--- src/rtl/afc_pkg.sv ---
// Shared types, constants and tables of the affine calibration fit.
`default_nettype none

package afc_pkg;

  // Field and datapath widths.
  localparam int unsigned COORD_W        = 16;
  localparam int unsigned COEF_W         = 32;
  localparam int unsigned SUM_W          = 40;
  localparam int unsigned MAG_W          = SUM_W;
  localparam int unsigned PROD_W         = 3 * MAG_W;
  localparam int unsigned DET_W          = PROD_W + 4;
  localparam int unsigned NUM_W          = DET_W + 16;
  localparam int unsigned REM_W          = DET_W + 1;
  localparam int unsigned QUO_W          = COEF_W;
  localparam int unsigned CNT_W          = $clog2(NUM_W + 1);
  localparam int unsigned APPLY_PROD_W   = COEF_W + COORD_W;
  localparam int unsigned APPLY_W        = APPLY_PROD_W + 3;
  localparam int unsigned NUM_TERMS      = 6;
  localparam int unsigned NUM_COEF       = 6;
  localparam int unsigned NUM_NSUM       = 5;
  localparam int unsigned NUM_RSUM       = 6;
  localparam int unsigned TERM_W         = 3;
  localparam int unsigned DIDX_W         = 3;
  localparam int unsigned MIN_POINTS     = 3;
  localparam int unsigned MAX_POINTS_DEF = 64;

  // Matrix positions of the three factors of each determinant term.
  localparam logic [3:0] TERM_P [NUM_TERMS] = '{4'd0, 4'd1, 4'd2, 4'd2, 4'd0, 4'd1};
  localparam logic [3:0] TERM_Q [NUM_TERMS] = '{4'd4, 4'd5, 4'd3, 4'd4, 4'd5, 4'd3};
  localparam logic [3:0] TERM_S [NUM_TERMS] = '{4'd8, 4'd6, 4'd7, 4'd6, 4'd7, 4'd8};

  typedef enum logic {
    ACT_LOAD  = 1'b0,
    ACT_APPLY = 1'b1
  } action_e;

  typedef enum logic {
    KIND_POINT  = 1'b0,
    KIND_STATUS = 1'b1
  } kind_e;

  typedef enum logic [1:0] {
    FIT_OK       = 2'd0,
    FIT_FEW      = 2'd1,
    FIT_SINGULAR = 2'd2,
    FIT_TOO_MANY = 2'd3
  } fit_status_e;

  typedef enum logic [3:0] {
    S_IDLE,
    S_APPLY,
    S_CHECK,
    S_TERM_LOAD,
    S_MUL1,
    S_MID,
    S_MUL2,
    S_TERM_ACC,
    S_DET_DONE,
    S_DIV_LOAD,
    S_DIV,
    S_DIV_FIN,
    S_COMMIT,
    S_REPORT
  } ctrl_state_e;

  typedef struct packed {
    logic                      action;
    logic signed [COORD_W-1:0] est_x;
    logic signed [COORD_W-1:0] est_y;
    logic signed [COORD_W-1:0] true_x;
    logic signed [COORD_W-1:0] true_y;
    logic                      last_pair;
  } afc_in_t;

  typedef struct packed {
    logic                      result_kind;
    logic signed [COORD_W-1:0] cal_x;
    logic signed [COORD_W-1:0] cal_y;
    logic [1:0]                fit_status;
  } afc_out_t;

  // Commands from the controller to the datapath.
  typedef struct packed {
    logic              load_pair;
    logic              apply_cap;
    logic              apply_out;
    logic              report;
    fit_status_e       status;
    logic              term_load;
    logic              mul_step;
    logic              mul_reload;
    logic              term_acc;
    logic              det_store;
    logic              div_load;
    logic              div_step;
    logic              div_finish;
    logic              commit;
    logic [DIDX_W-1:0] det_idx;
    logic [TERM_W-1:0] term;
  } afc_cmd_t;

  // Status from the datapath to the controller.
  typedef struct packed {
    logic out_free;
    logic count_over;
    logic count_low;
    logic acc_zero;
  } afc_sts_t;

endpackage

`default_nettype wire

--- src/rtl/afc_ctrl.sv ---
// Controller state machine of the affine calibration fit.
`default_nettype none

module afc_ctrl import afc_pkg::*; (
  input  wire logic     clk_i,
  input  wire logic     rst_ni,
  input  wire logic     in_valid_i,
  input  wire logic     in_action_i,
  input  wire logic     in_last_i,
  input  wire afc_sts_t sts_i,
  output logic          in_ready_o,
  output afc_cmd_t      cmd_o
);

  ctrl_state_e       state_q, state_d;
  logic [CNT_W-1:0]  cnt_q;
  logic [TERM_W-1:0] term_q;
  logic [DIDX_W-1:0] didx_q;
  fit_status_e       status_q;
  logic              accept;

  // Items are taken only in idle, and only when the result slot is free.
  assign in_ready_o = (state_q == S_IDLE) && sts_i.out_free;
  assign accept     = in_valid_i && in_ready_o;

  // Next state.
  always_comb begin
    state_d = state_q;
    case (state_q)
      S_IDLE: begin
        if (accept) begin
          if (in_action_i == ACT_APPLY) begin
            state_d = S_APPLY;
          end else if (in_last_i) begin
            state_d = S_CHECK;
          end
        end
      end
      S_APPLY:     state_d = S_IDLE;
      S_CHECK: begin
        if (sts_i.count_over || sts_i.count_low) begin
          state_d = S_REPORT;
        end else begin
          state_d = S_TERM_LOAD;
        end
      end
      S_TERM_LOAD: state_d = S_MUL1;
      S_MUL1: begin
        if (cnt_q == CNT_W'(MAG_W - 1)) state_d = S_MID;
      end
      S_MID:       state_d = S_MUL2;
      S_MUL2: begin
        if (cnt_q == CNT_W'(MAG_W - 1)) state_d = S_TERM_ACC;
      end
      S_TERM_ACC: begin
        if (term_q == TERM_W'(NUM_TERMS - 1)) begin
          state_d = S_DET_DONE;
        end else begin
          state_d = S_TERM_LOAD;
        end
      end
      S_DET_DONE: begin
        if (didx_q == '0) begin
          state_d = sts_i.acc_zero ? S_REPORT : S_TERM_LOAD;
        end else begin
          state_d = S_DIV_LOAD;
        end
      end
      S_DIV_LOAD:  state_d = S_DIV;
      S_DIV: begin
        if (cnt_q == CNT_W'(NUM_W - 1)) state_d = S_DIV_FIN;
      end
      S_DIV_FIN: begin
        if (didx_q == DIDX_W'(NUM_COEF)) begin
          state_d = S_COMMIT;
        end else begin
          state_d = S_TERM_LOAD;
        end
      end
      S_COMMIT:    state_d = S_REPORT;
      S_REPORT:    state_d = S_IDLE;
      default:     state_d = S_IDLE;
    endcase
  end

  // Commands to the datapath.
  always_comb begin
    cmd_o            = '0;
    cmd_o.status     = status_q;
    cmd_o.det_idx    = didx_q;
    cmd_o.term       = term_q;
    cmd_o.load_pair  = accept && (in_action_i == ACT_LOAD);
    cmd_o.apply_cap  = accept && (in_action_i == ACT_APPLY);
    case (state_q)
      S_APPLY:     cmd_o.apply_out  = 1'b1;
      S_TERM_LOAD: cmd_o.term_load  = 1'b1;
      S_MUL1:      cmd_o.mul_step   = 1'b1;
      S_MID:       cmd_o.mul_reload = 1'b1;
      S_MUL2:      cmd_o.mul_step   = 1'b1;
      S_TERM_ACC:  cmd_o.term_acc   = 1'b1;
      S_DET_DONE:  cmd_o.det_store  = (didx_q == '0);
      S_DIV_LOAD:  cmd_o.div_load   = 1'b1;
      S_DIV:       cmd_o.div_step   = 1'b1;
      S_DIV_FIN:   cmd_o.div_finish = 1'b1;
      S_COMMIT:    cmd_o.commit     = 1'b1;
      S_REPORT:    cmd_o.report     = 1'b1;
      default:     ;
    endcase
  end

  // State register.
  always_ff @(posedge clk_i or negedge rst_ni) begin
    if (!rst_ni) begin
      state_q <= S_IDLE;
    end else begin
      state_q <= state_d;
    end
  end

  // Step counters and the fit status.
  always_ff @(posedge clk_i or negedge rst_ni) begin
    if (!rst_ni) begin
      cnt_q    <= '0;
      term_q   <= '0;
      didx_q   <= '0;
      status_q <= FIT_OK;
    end else begin
      case (state_q)
        S_CHECK: begin
          term_q <= '0;
          didx_q <= '0;
          if (sts_i.count_over) begin
            status_q <= FIT_TOO_MANY;
          end else if (sts_i.count_low) begin
            status_q <= FIT_FEW;
          end
        end
        S_TERM_LOAD, S_MID, S_DIV_LOAD: cnt_q <= '0;
        S_MUL1, S_MUL2, S_DIV:          cnt_q <= cnt_q + 1'b1;
        S_TERM_ACC: begin
          if (term_q == TERM_W'(NUM_TERMS - 1)) begin
            term_q <= '0;
          end else begin
            term_q <= term_q + 1'b1;
          end
        end
        S_DET_DONE: begin
          if (didx_q == '0) begin
            if (sts_i.acc_zero) begin
              status_q <= FIT_SINGULAR;
            end else begin
              didx_q <= DIDX_W'(1);
            end
          end
        end
        S_DIV_FIN: begin
          if (didx_q != DIDX_W'(NUM_COEF)) didx_q <= didx_q + 1'b1;
        end
        S_COMMIT: status_q <= FIT_OK;
        default: ;
      endcase
    end
  end

  // A final load always starts the solve on the next cycle.
  a_last_starts_solve: assert property (@(posedge clk_i) disable iff (!rst_ni)
    (accept && in_action_i == ACT_LOAD && in_last_i) |=> (state_q == S_CHECK))
    else $error("final pair did not start the solve");

  // The status result never finds the result slot occupied.
  a_report_slot_free: assert property (@(posedge clk_i) disable iff (!rst_ni)
    (state_q == S_REPORT) |-> sts_i.out_free)
    else $error("status report while result slot busy");

  // Term and determinant counters stay in range.
  a_term_range: assert property (@(posedge clk_i) disable iff (!rst_ni)
    (term_q < TERM_W'(NUM_TERMS)) && (didx_q <= DIDX_W'(NUM_COEF)))
    else $error("solve counter out of range");

  // Coefficients are only committed after a successful solve of all six.
  a_commit_after_all: assert property (@(posedge clk_i) disable iff (!rst_ni)
    (state_q == S_COMMIT) |-> (didx_q == DIDX_W'(NUM_COEF)))
    else $error("commit before all coefficients were solved");

endmodule

`default_nettype wire

--- config.mk ---
export PLATFORM = sky130hd
export DESIGN_NAME = afc_ctrl
export DESIGN_NICKNAME = d
export VERILOG_FILES = /design/src/rtl/afc_pkg.sv /design/src/rtl/afc_ctrl.sv
export SDC_FILE = /design/constraint.sdc
export NUM_CORES = 1
export LEC_CHECK = 0
export BUFFER_PORTS_ARGS = -buffer_cell sky130_fd_sc_hd__buf_4
export CAP_MARGIN = 20
export CORE_ASPECT_RATIO = 2
export CORE_MARGIN = 2
export CORE_UTILIZATION = 45
export DETAILED_ROUTE_END_ITERATION = 8
export GPL_TIMING_DRIVEN = 0
export PLACE_DENSITY = 0.72
export RECOVER_POWER = 25
export SLEW_MARGIN = 40
export SYNTH_ARGS = -nofsm -noshare
export SYNTH_HDL_FRONTEND = slang
export SYNTH_SLANG_ARGS = --single-unit
--- constraint.sdc ---
create_clock -name clk_i -period 4.15 [get_ports clk_i]
set_input_delay 0.6225 -clock clk_i [delete_from_list [all_inputs] [get_ports clk_i]]
set_output_delay 0.6225 -clock clk_i [all_outputs]
set_load 0.01 [all_outputs]
==> results of run 1 <==
-- per-stage QoR --
step | instances | worst slack [ps]
global route | 233 | 1620
detailed placement | 229 | 2040
global placement | 229 | 2050
floorplan | 169 | 2230
finish | 233 | 1690
CTS | 233 | 1740
-- flip-flops by register name (all words and copies together), names as in the netlist --
register,cells
cnt_q,8
didx_q,3
status_q,2
state_q,4
term_q,3
-- kinds of logic (layout without fill, tap and decap cells) --
kind of cell	count (synthesis)	after routing	share of synthesized area [%]
and+or+nand+nor	73	73	26.8
muxes	6	6	4.60
DFF	20	20	35.4
adders and majority gates	4	4	3.54
AOI/OAI and AO/OA	52	52	24.1
buffers and inverters	12	46	4.34
xor gates and xnor gates	2	2	1.24
-- critical path: cells and delay by family (launching register included) --
| kind | cells | cell delay, ps |
|---|---|---|
| buf+inv | 2 | 290 |
| simple gates | 3 | 850 |
| flops | 1 | 410 |
-- cells in the mapped netlist (3+ instances only) --
master / instances / area (um^2)
buf_4: 3 / 22.5
nor2_1: 22 / 82.6
a31oi_1: 4 / 25.0
a21o_1: 4 / 30.0
dfrtp_1: 20 / 500
a21oi_1: 12 / 60.1
and3_1: 6 / 37.5
nand2b_1: 6 / 37.5
nand2_1: 17 / 63.8
o21ai_0: 14 / 70.1
nor2b_1: 3 / 18.8
buf_2: 4 / 20.0
mux2_2: 3 / 33.8
a22o_1: 4 / 35.0
nand3_1: 3 / 15.0
inv_1: 5 / 18.8
ha_1: 4 / 50.1
-- worst paths after layout --
check | start | to | slack (ps) | depth (start not counted)
setup / recovery | state_q[0] | cmd_o[19] | 1690 | 5
hold / removal | status_q[0] | status_q[0] | 490 | 1
setup reg to reg | didx_q[0] | status_q[0] | 2170 | 7
hold reg to reg | status_q[0] | status_q[0] | 490 | 1
max in group asynchronous | rst_ni | status_q[1] | 2920 | 1
min in group asynchronous | rst_ni | cnt_q[3] | 550 | 1
-- layer usage --
layer	vias up	share of wire (%)	track usage [%]	wire, um
met2	48	57	40.1	2170
li1	680	-	-	-
met1	677	35	24.5	1320
met5	-	0	0	0
met3	14	4.2	3.26	162
met4	0	4.5	14.3	171
-- power breakdown --
group	leakage [nW]	total, mW	switching [mW]	internal [mW]
Combinational	0.513	0.572	0.328	0.243
Clock	0.0288	0.154	0.0695	0.0847
Sequential	0.258	0.305	0.0525	0.252
Total	0.799	1.03	0.450	0.580
-- cell type report --
class                   count  area, um^2  area share [%]
clock buffers               4        55.1            3.19
repair buffers             30         221            12.8
well taps                  30        37.5            2.17
multi-input cells         137         852            49.3
inverters                   5        18.8            1.09
plain buffers               7        42.5            2.46
flip-flops and latches     20         500            29.0
==> summary.txt, run 1 <==
Pwr
  – Peak supply drop: 409 uV
  – Total leakage power: 0.799 nW
  – Pwr Density: 596 nW/um^2
  – Tot Pwr: ~1.0 mW

Global route
  – First-pass GRT wire length: about 6500 um
  – Largest net degree at the start of global routing: 21
  – GRT Total Usage: between 20% and 30%
  – Vias in the first global route: 1431
  – Initial antenna violation count: 0
  – Grt ovf: 0

Route
  – Routed WL per cell: 16.4 um
  – Iteration count of the initial detailed-routing pass: 4
  – Final WL: around 3800 um
  – Post-route DRC: 0
  – Vias: 1419
  – Initial DRC count: 42
  – Via density: a little over 6
  – ANT nets after route: 0

Setup path
  – Crit-path max cell delay: between 400 and 500 ps
  – Max FO, Critical Path: 10
  – Crit-path cells: buf_4 -> nor2_1 -> and3_1 -> and3_1 -> buf_4
  – Worst Path Arrival: roughly 1800 ps
  – CP startpoint kind: flop
  – WP data required: 3530 ps
  – Critical path type: flop to output pin
  – Crit. End Element: output pin
  – CP max-delay cell: dfrtp_1

Final layout
  – Final Instance Area: approximately 1700 um^2
  – Commonest non-fill, non-tap cells in the layout: 32 x buf_4, 22 x nor2_1, 20 x dfrtp_1, 17 x nand2_1, 14 x o21ai_0
  – Final core utilization: around three fifths
  – Most common cell after layout, fill and taps aside: buf_4
  – Area Overhead vs Synth: 22.2%
  – Number of diodes: 0
  – Layout cells sized above 1: 24.1%
  – Filler Cell Count: a little under 300
  – Layout Nets: 217

Clock network
  – Clock Tree Buf Depth: 2
  – # H-tree levels: 1
  – Worst skew pair latency: ~270 ps
  – Cts repair resizes: 0
  – Hold buffer count at cts: 0
  – Clk Tree Root Cell: clkbuf_8
  – Clock-pin slew on the worst setup and hold paths: about 80 ps
  – Setup Fix Bufs, Post-CTS: 0
  – CTS tree: yes
  – Sink Count: 20
  – CTS buffer count: 3

Place
  – Number of I/O port buffers: 30
  – Final Wtd Congestion: 0.885
  – Placed cell area: 1680 um^2
  – Post-DP HPWL: just under 3000 um

STA
  – Max Slew Vio Count: 0
  – Final critical-path share of the clock period: about three fifths
  – Setup violators final: 0
  – Slew HR: a little under a quarter
  – Final TNS setup: 0 ps
  – Max frequency: just over 400 MHz
  – Final min period: between 2000 and 2500 ps
  – Smallest hold slack: approximately 500 ps
  – Unrepaired setup endpoints after global routing: no
  – Final Hold Viols: 0
  – Worst Clk Skew: just over 7 ps
  – Slew @ Worst Pin: approximately 1100 ps

Synthesis
  – Post-synth ARST share: 100%
  – Yosys warns: 0
  – Syn Inst Count: about 170
  – Syn_area_per_cell: between 8 and 9 um^2
  – Syn_nets: 182
  – Sequential share of the synthesized area: 35.4%
  – Netlist cell types: 45
  – Main flop type after synthesis: dfrtp_1
  – Post-synth EDFFs: 0
  – Yosys reg bits: 20
  – Mapped cell area: 1410 um^2

Floorplanning
  – Die ar.: roughly 3600 um^2
  – Starting Density: around 47%
  – Core outline area: between 2000 and 3000 um^2
  – Chip width: 43.6 um
  – IO Count: 31
  – Die span in y: roughly 83 um
  – FP Rows: 28

Job
  – Max Cap Viol: 0

Run status
  – Run status: finished clean

Worst hold path
  – Worst min path class: flop to flop
(Power assumes the default switching activity.)
==> run 2, diff against run 1 <==
Settings changed: PLACE_DENSITY 0.72 to 0.75.
Clock period 4.15 ns to 2 ns, I/O delays scaled along.
==> run 2 against run 1 <==
Final area grew 3.5%. Wire length is 0.60% higher. Combinational power grew 120%. Worst hold slack got worse by 96 ps. Final cell count up 0.86%. Sequential power is 110% higher. Via count increased by 1.1%. Clock power grew to 2.7 times the previous value.
==> summary.txt, run 2 (synthesis results as in run 1) <==
Worst hold path
  – Hold Startpoint: sts_i[0]
  – Worst Hold End: state_q[3]
  – Worst min path class: primary input to flop
  – Hold path cells: 3 (+2)

Run status
  – Run status: finished clean

Global route
  – Vias in the first global route: 1435 (+0.28%)
  – GRT Total Usage: 22.4% (-0.74 points)
  – Grt ovf: 0 (unchanged)
  – Met2 track demand over resource: 39.0% (-1.1 points)
  – GR Util met3: 3.04% (-0.22 points)
  – Largest net degree at the start of global routing: 21 (unchanged)
  – Top Usage Layer GRT: met2
  – Initial antenna violation count: 0 (unchanged)
  – First-pass GRT wire length: 6200 um (-4.2%)
  – Met1 usage: 22.5% (-2.0 points)

Clock network
  – # H-tree levels: 1 (unchanged)
  – CTS tree: yes
  – Clk Tree Root Cell: clkbuf_8
  – Sink Count: 20 (unchanged)
  – Worst skew pair latency: 260 ps (about the same)
  – CTS buffer count: 3 (unchanged)
  – Clock-pin slew on the worst setup and hold paths: 80 ps (about the same)
  – Clock Tree Buf Depth: 2 (unchanged)

Setup path
  – Crit-path max cell delay: 440 ps (+30 ps)
  – R2R Setup Slk: 70 ps (-2100 ps)
  – Crit-path cells: inv_1 -> ha_1 -> nor2b_4 -> a21oi_1 -> or3b_1 -> a21oi_2 -> mux2_1
  – CP max-delay cell: dfrtp_1
  – WP data required: 2150 ps (-1380 ps)
  – Kind of cell adding the most delay to the critical path: simple AND/OR/NAND/NOR gates
  – Worst Path Arrival: 2080 ps (+250 ps)
  – Worst r2r src: didx_q[1]
  – Critical path type: flop to flop
  – Max FO, Critical Path: 5 (-5)
  – Reg2Reg Depth: 7 (unchanged)
  – CP startpoint kind: flop
  – Worst Path Buf+Inv: 1 (-1)
  – Crit. End Element: flop
  – Worst reg2reg path endpoint: status_q[0]

Final layout
  – Commonest non-fill, non-tap cells in the layout: 33 x buf_4, 20 x nor2_1, 19 x dfrtp_1, 17 x nand2_1, 14 x o21ai_0
  – Layout cells sized above 1: 26.3% (+2.2 points)
  – Area Overhead vs Synth: 26.5%
  – Largest register FFs: 8 (unchanged)
  – Biggest regs: cnt_q (8), state_q (4)
  – Number of diodes: 0 (unchanged)
  – Most common cell after layout, fill and taps aside: buf_4
  – Biggest register: cnt_q
  – Final non-filler cell total: 235 (+0.86%)
  – Layout Nets: 219 (+0.92%)

Place
  – Post-DP HPWL: 2990 um (+0.40%)
  – Dpl cells: 229 (unchanged)
  – Final Wtd Congestion: 0.916 (+3.5%)
  – Number of I/O port buffers: 30 (unchanged)

Floorplanning
  – Die ar.: 3630 um^2 (unchanged)
  – Die span in y: 83.3 um (unchanged)
  – IO Count: 31 (unchanged)
  – FP Rows: 28 (unchanged)
  – Chip width: 43.6 um (unchanged)
  – Starting Density: 47.5% (unchanged)
  – Core outline area: 2980 um^2 (unchanged)

STA
  – Slew @ Worst Pin: 1110 ps (-31.5 ps)
  – Final min period: between 1500 and 2000 ps
  – Max frequency: around 520 MHz
  – Slew HR: 26.0% (+2.1 points)
  – Max Slew Vio Count: 0 (unchanged)
  – Final Hold Viols: 0 (unchanged)
  – Setup violators final: 0 (unchanged)
  – Final TNS setup: 0 ps (unchanged)
  – Final critical-path share of the clock period: ~97%
  – Worst Clk Skew: 4.95 ps (-2.28 ps)

Route
  – Iteration count of the initial detailed-routing pass: 4 (unchanged)
  – Final WL: 3850 um (+0.60%)
  – Initial DRC count: 88 (+110%)
  – Routed WL per cell: 16.4 um (-0.26%)
  – Vias: 1435 (+1.1%)
  – Via density: 6.11 (+0.27%)
  – ANT nets after route: 0 (unchanged)
  – Post-route DRC: 0 (unchanged)

Pwr
  – Pwr Density: 1280 nW/um^2 (+110%)
  – Total leakage power: 0.827 nW (+3.5%)
  – Peak supply drop: 747 uV (+82%)

Job
  – Max Cap Viol: 0 (unchanged)
[run 2: tightest hold or removal path, delay by kind of cell]
family | cells | cell delay [ps]
buffers and inverters | 1 | 100
AOI/OAI and AO/OA | 2 | 210
[run 2: layer usage]
metal / up-vias / wire (um)
met1: 677 / 1380
met4: 0 / 204
met5: - / 0
met2: 56 / 2110
met3: 20 / 164
li1: 682 / -
[run 2: final cells by class]
| type | count | area, um^2 |
|---|---|---|
| Fill cell | 270 | 1190 |
| Multi-Input combinational cell | 137 | 877 |
| Sequential cell | 20 | 502 |
| Timing Repair Buffer | 32 | 239 |
| Buffer | 7 | 42.5 |
| Clock buffer | 3 | 41.3 |
| Tap cell | 30 | 37.5 |
| Clock inverter | 1 | 30.0 |
| Inverter | 5 | 18.8 |
[run 2: where the power goes]
group | total, mW | switching (mW) | internal (mW)
clock | 0.410 | 0.143 | 0.267
combinational | 1.25 | 0.710 | 0.540
sequential | 0.630 | 0.106 | 0.524
total | 2.29 | 0.959 | 1.33
[run 2: worst max-delay path by stage]
stage | startpoint | to | cells past startpoint
after floorplan | didx_q[0] | status_q[0] | 7
after global placement | didx_q[0] | status_q[0] | 7
after detailed placement | didx_q[0] | status_q[0] | 7
after CTS | state_q[2] | cmd_o[19] | 5
after global routing | didx_q[1] | status_q[0] | 7
final | didx_q[1] | status_q[0] | 7
[run 2: repair_timing]
action | CTS | global route
buffers inserted | 0 | 1
endpoints found under the setup margin | 2 | 3
hold buffers | 1 | 0
pin swaps | 0 | 0
resized for setup | 1 | 6
endpoints found under the hold margin | 20 | 0
[run 2: stage by stage]
step	instance area, um^2	power (mW)	setup slack (ps)	hold slack [ps]	utilization [%]
6_report	1790	2.29	69.0	393	60.0
5_1_grt	1790	2.45	-25.6	397	60.0
4_1_cts	1760	2.23	5.78	391	59.1
3_5_place_dp	1680	1.82	49.2	198	56.3
3_3_place_gp	1680	1.78	72.2	196	56.3
2_1_floorplan	1410	1.43	145	4.41	-
